[src/sv/blamka_pkg.sv]
// Package for the BLAMKA block compression: sizes, state encoding and the
// index schedule of permutation P. No dependencies.
`default_nettype none
package blamka_pkg;

    localparam int WordW  = 64;
    localparam int Words  = 128;
    localparam int Pairs  = 64;
    localparam int AddrW  = 7;
    localparam int PairW  = 6;

    typedef enum logic [2:0] {
        ST_LOAD,
        ST_RD,
        ST_MIX,
        ST_WR,
        ST_OUT_RD,
        ST_OUT
    } state_t;

    typedef logic [AddrW-1:0] addr_t;

    // Quad of word indices for mix number m (0..127): 8 column rounds of 8
    // mixes, then 8 strided rounds of 8 mixes.
    function automatic logic [4*AddrW-1:0] quad_idx(input logic [6:0] m);
        logic [6:0] a, b, c, d;
        logic [6:0] base;
        logic [2:0] j;
        j = m[2:0];
        if (!m[6])
        begin
            base = {m[5:3], 4'd0};
            case (j)
                3'd0: begin a = 7'd0; b = 7'd4; c = 7'd8;  d = 7'd12; end
                3'd1: begin a = 7'd1; b = 7'd5; c = 7'd9;  d = 7'd13; end
                3'd2: begin a = 7'd2; b = 7'd6; c = 7'd10; d = 7'd14; end
                3'd3: begin a = 7'd3; b = 7'd7; c = 7'd11; d = 7'd15; end
                3'd4: begin a = 7'd0; b = 7'd5; c = 7'd10; d = 7'd15; end
                3'd5: begin a = 7'd1; b = 7'd6; c = 7'd11; d = 7'd12; end
                3'd6: begin a = 7'd2; b = 7'd7; c = 7'd8;  d = 7'd13; end
                default: begin a = 7'd3; b = 7'd4; c = 7'd9; d = 7'd14; end
            endcase
        end
        else
        begin
            base = {3'd0, m[5:3], 1'b0};
            case (j)
                3'd0: begin a = 7'd0;  b = 7'd32; c = 7'd64; d = 7'd96;  end
                3'd1: begin a = 7'd1;  b = 7'd33; c = 7'd65; d = 7'd97;  end
                3'd2: begin a = 7'd16; b = 7'd48; c = 7'd80; d = 7'd112; end
                3'd3: begin a = 7'd17; b = 7'd49; c = 7'd81; d = 7'd113; end
                3'd4: begin a = 7'd0;  b = 7'd33; c = 7'd80; d = 7'd113; end
                3'd5: begin a = 7'd1;  b = 7'd48; c = 7'd81; d = 7'd96;  end
                3'd6: begin a = 7'd16; b = 7'd49; c = 7'd64; d = 7'd97;  end
                default: begin a = 7'd17; b = 7'd32; c = 7'd65; d = 7'd112; end
            endcase
        end
        return {a + base, b + base, c + base, d + base};
    endfunction

endpackage
`default_nettype wire

[src/sv/blamka_g_unit.sv]
// Shared BLAMKA G unit: one full G (two half-steps of multiply-add, xor,
// rotate) per call on four registered words. Uses blamka_pkg.
`default_nettype none
module blamka_g_unit
(
    input  wire logic                          clk,
    input  wire logic                          rst_n,
    input  wire logic                          start,
    input  wire logic [blamka_pkg::WordW-1:0]  a_in,
    input  wire logic [blamka_pkg::WordW-1:0]  b_in,
    input  wire logic [blamka_pkg::WordW-1:0]  c_in,
    input  wire logic [blamka_pkg::WordW-1:0]  d_in,
    output logic                               done,
    output logic [blamka_pkg::WordW-1:0]       a_out,
    output logic [blamka_pkg::WordW-1:0]       b_out,
    output logic [blamka_pkg::WordW-1:0]       c_out,
    output logic [blamka_pkg::WordW-1:0]       d_out
);
    localparam int W = blamka_pkg::WordW;

    // step: 0 a+=b, 1 d=rot(d^a), 2 c+=d, 3 b=rot(b^c), ... 8 phases
    logic [3:0]   step_reg, step_next;
    logic         busy_reg, busy_next;
    logic [W-1:0] a_reg, b_reg, c_reg, d_reg;
    logic [W-1:0] a_next, b_next, c_next, d_next;
    logic [W-1:0] prod_reg, prod_next;
    logic         half_reg, half_next;
    logic [W-1:0] x_op, y_op, sum, xr;

    always_ff @(posedge clk or negedge rst_n)
    begin
        if (!rst_n)
        begin
            step_reg <= '0;
            busy_reg <= 1'b0;
            half_reg <= 1'b0;
        end
        else
        begin
            step_reg <= step_next;
            busy_reg <= busy_next;
            half_reg <= half_next;
        end
    end

    always_ff @(posedge clk)
    begin
        a_reg    <= a_next;
        b_reg    <= b_next;
        c_reg    <= c_next;
        d_reg    <= d_next;
        prod_reg <= prod_next;
    end

    always_comb
    begin
        x_op = step_reg[1] ? c_reg : a_reg;
        y_op = step_reg[1] ? d_reg : b_reg;
        sum  = x_op + y_op + {prod_reg[W-2:0], 1'b0};
        xr   = '0;
        a_next = a_reg; b_next = b_reg; c_next = c_reg; d_next = d_reg;
        prod_next = {32'd0, x_op[31:0]} * {32'd0, y_op[31:0]};
        step_next = step_reg;
        busy_next = busy_reg;
        half_next = half_reg;
        done = 1'b0;
        if (start && !busy_reg)
        begin
            a_next = a_in; b_next = b_in; c_next = c_in; d_next = d_in;
            busy_next = 1'b1;
            step_next = '0;
            half_next = 1'b0;
        end
        else if (busy_reg)
        begin
            // each add registers the product first, then forms the sum
            if (!step_reg[0] && !half_reg)
                half_next = 1'b1;
            else
            begin
                half_next = 1'b0;
                step_next = step_reg + 4'd1;
                case (step_reg[1:0])
                    2'd0: a_next = sum;
                    2'd1:
                    begin
                        xr = d_reg ^ a_reg;
                        d_next = step_reg[2] ? {xr[15:0], xr[63:16]}
                                             : {xr[31:0], xr[63:32]};
                    end
                    2'd2: c_next = sum;
                    default:
                    begin
                        xr = b_reg ^ c_reg;
                        b_next = step_reg[2] ? {xr[62:0], xr[63]}
                                             : {xr[23:0], xr[63:24]};
                    end
                endcase
                if (step_reg == 4'd7)
                begin
                    busy_next = 1'b0;
                    done = 1'b1;
                end
            end
        end
    end

    assign a_out = a_next;
    assign b_out = b_next;
    assign c_out = c_next;
    assign d_out = d_next;
endmodule
`default_nettype wire

[config.mk]
export PLATFORM = sky130hd
export DESIGN_NAME = blamka_g_unit
export DESIGN_NICKNAME = d
export VERILOG_FILES = /design/src/sv/blamka_pkg.sv /design/src/sv/blamka_g_unit.sv
export SDC_FILE = /design/constraint.sdc
export NUM_CORES = 2
export LEC_CHECK = 0
export CORE_MARGIN = 2
export CORE_UTILIZATION = 45
export CTS_BUF_LIST = sky130_fd_sc_hd__clkbuf_4 sky130_fd_sc_hd__clkbuf_8
export CTS_CLUSTER_SIZE = 25
export DETAILED_ROUTE_END_ITERATION = 12
export DONT_BUFFER_PORTS = 1
export HOLD_SLACK_MARGIN = 0.15
export PLACE_DENSITY = 0.58
export SYNTH_ARGS = -nofsm -noshare
export SYNTH_HDL_FRONTEND = slang
export SYNTH_SLANG_ARGS = --single-unit
export TNS_END_PERCENT = 50
[constraint.sdc]
create_clock -name clk -period 11 [get_ports clk]
set_input_delay 1.65 -clock clk [delete_from_list [all_inputs] [get_ports clk]]
set_output_delay 1.65 -clock clk [all_outputs]
set_load 0.01 [all_outputs]
==> results.ini <==
[cells_and_area]
fin_area_sq_um = 55300
finalNetCount = 7376
fin_util = 0.485
area_growth_syn_to_layout_pct = 7.08
drive_above_1_share = 0.0726

[drt]
drt_iter0_markers = 5148
dr.pass1.iters = 9
wl_microns = 249000
num_vias = 44700
avgRoutedWirePerCell_microns = 33.6
vias_per_cell = 6.03
drc = 0
final_antenna_net_count = 0

[critical_path]
path_common_cell = fa_1
critPathLaunchType = flop
worstPathArrival_ns = 10.88
worst_ep_required_time_ns = 11.58
crit_path_end_kind = flop
critPathMaxFanout = 31
slowest_delay_ns = 0.96
r2r_start = step_reg[1]$_DFFE_PN0P_
crit_start = step_reg[1]$_DFFE_PN0P_
crit_type = reg2reg
slowest_stage = dfrtp_4

[floorplanning]
dieArea_sq_um = 118000
fp-row-count = 124
start_util = 0.453
die_width_microns = 343
die_y_microns = 343
coreArea_sq_um = 114000
num_io_pins = 516

[synth]
yosysWarningCount = 0
synth_area_leaders = fa_1, dfxtp_1, ha_1, inv_1, nor2_1
synthTopCellsByCount = fa_1, inv_1, nor2_1, nand2_1, ha_1
synth_cell_types = 78
avgSynthCellArea_sq_um = 8.69
synth_largest_area_cell = fa_1
yosysSeqAreaShare = 0.126
synth_area_sq_um = 51700
synth.most_common_cell = fa_1
synth-seq-cells = 325
ys_async_sr_fraction = 0.0185
syn-num-nets = 7488
ys.flop_type = dfxtp_1
netlist_instances = 5946
yosys.area.top_type_share = 0.371
synth_edf_count = 0

[clock_network]
cts_tree = done
clk_pin_slew_ns = 0.06
clock-sinks = 325
cts_max_level = 2
postCtsSetupBuffers = 0
clk_path_buf_depth = 3
cts_root_buffer = clkbuf_8
hold_buffers = 0
cts-resized-gates = 0
numCtsBuffers = 57
clk_latency_ns = 0.73

[timing]
clock_skew_ns = 0.0392
finalHoldViolCount = 0
fin_crit_sh = 0.937
finalMaxSlewViolations = 0
max_freq_mhz = 97.0
tightest_slew_ns = 1.49
rsz0062_at_grt = false
finalSetupTns_ns = 0
setup_violations = 0
post-route-min-period_ns = 10.31
fin_ws_ns = 0.693
max-slew-margin-rel = 0.00365

[hold_path]
holdCritStartpoint = step_reg[3]$_DFFE_PN0P_
hold_class = reg2reg

[placement]
place_congestion = 1.10
place_area_sq_um = 54000
hpwlAfterDp_microns = 207000
port_buffers = 0
pre_cts_ws_ns = 0.925

[status]
status = finished, violations left
violations = max-capacitance violations

[global_routing]
antenna_found_initial = 29
gr-total-overflow = 0
grt_pass1_vias = 45100
grt_max_degree = 152
grt_usage = 0.421
grt_pass1_wl_microns = 345000

[job]
drv_cap = 1

path summary, 6_finish.rpt:
path / end / slack (ns) / depth (start not counted)
max in group asynchronous: step_reg[1]$_DFFE_PN0P_ / 10.28 / 0
min in group asynchronous: step_reg[2]$_DFFE_PN0P_ / 0.64 / 0
min: step_reg[3]$_DFFE_PN0P_ / 0.59 / 1
max: prod_reg[59]$_DFF_P_ / 0.69 / 29
min reg2reg: step_reg[3]$_DFFE_PN0P_ / 0.59 / 1
max reg2reg: prod_reg[59]$_DFF_P_ / 0.69 / 29
layer usage:
layer | track usage | vias to the layer above | wire [microns]
li1 | - | 18400 | -
met2 | 0.628 | 2921 | 106000
met4 | 0.280 | 16 | 20300
met1 | 0.528 | 22600 | 92100
met3 | 0.129 | 761 | 29800
met5 | 0 | - | 109
cells by family after synthesis:
group / synth area share
AO/OA/AOI/OAI: 0.105
XOR/XNOR: 0.0437
adder cells (fa/ha/maj): 0.450
buffers and inverters: 0.0936
flip-flops: 0.126
multiplexers: 0.0526
AND/OR/NAND/NOR: 0.129
final cells by class:
| cell class | instances | area (sq um) |
|---|---|---|
| multi-input combinational | 4339 | 40700 |
| sequential | 325 | 6540 |
| antenna | 17 | 42.5 |
| clock buffer | 83 | 1070 |
| clock inverter | 22 | 256 |
| tap | 1512 | 1890 |
| fill | 11300 | 58800 |
| inverter | 945 | 3550 |
| timing repair buffer | 166 | 1280 |
through the flow:
step | hold WS (ns) | cells
2_1_floorplan | 0.519 | 5946
3_3_place_gp | 0.549 | 7287
3_5_place_dp | 0.556 | 7287
4_1_cts | 0.572 | 7392
5_1_grt | 0.583 | 7405
6_report | 0.594 | 7409
cell usage in the layout (no fill, tap or decap), drive strengths merged, types with 9 or more instances in the layout:
| cell | netlist | routed |
|---|---|---|
| clkbuf | 287 | 83 |
| a22o | 15 | 15 |
| clkinv | 28 | 41 |
| diode | 0 | 17 |
| a21oi | 319 | 319 |
| mux2 | 62 | 62 |
| a31oi | 17 | 17 |
| dfxtp | 319 | 319 |
| buf | 50 | 166 |
| nor3 | 15 | 15 |
| a21o | 87 | 87 |
| ha | 325 | 325 |
| nor2b | 19 | 19 |
| nand2 | 689 | 689 |
| nor2 | 834 | 834 |
| inv | 917 | 917 |
| fa | 958 | 958 |
| nand2b | 11 | 11 |
| xor2 | 90 | 90 |
| and2 | 9 | 9 |
| mux2i | 202 | 202 |
| and3 | 14 | 14 |
| o21bai | 21 | 21 |
| nand4 | 37 | 37 |
| a211oi | 51 | 51 |
| a22oi | 107 | 107 |
| o21ai | 169 | 169 |
| xnor2 | 168 | 168 |
| nand3 | 27 | 27 |
critical path: cells and delay by family, from the launching register on:
family                     cells  cell delay (ns)
DFF                            1             0.96
adders and majority gates      9             4.40
buffers and inverters          7             1.19
and+or+nand+nor                3             0.48
muxes                          1             0.75
xor gates and xnor gates       1             0.16
AOI/OAI and AO/OA              8             2.18
Power is left out: the tool's default activity adds up to more than one toggle a clock period on the data nets, which glitch-free logic cannot reach.
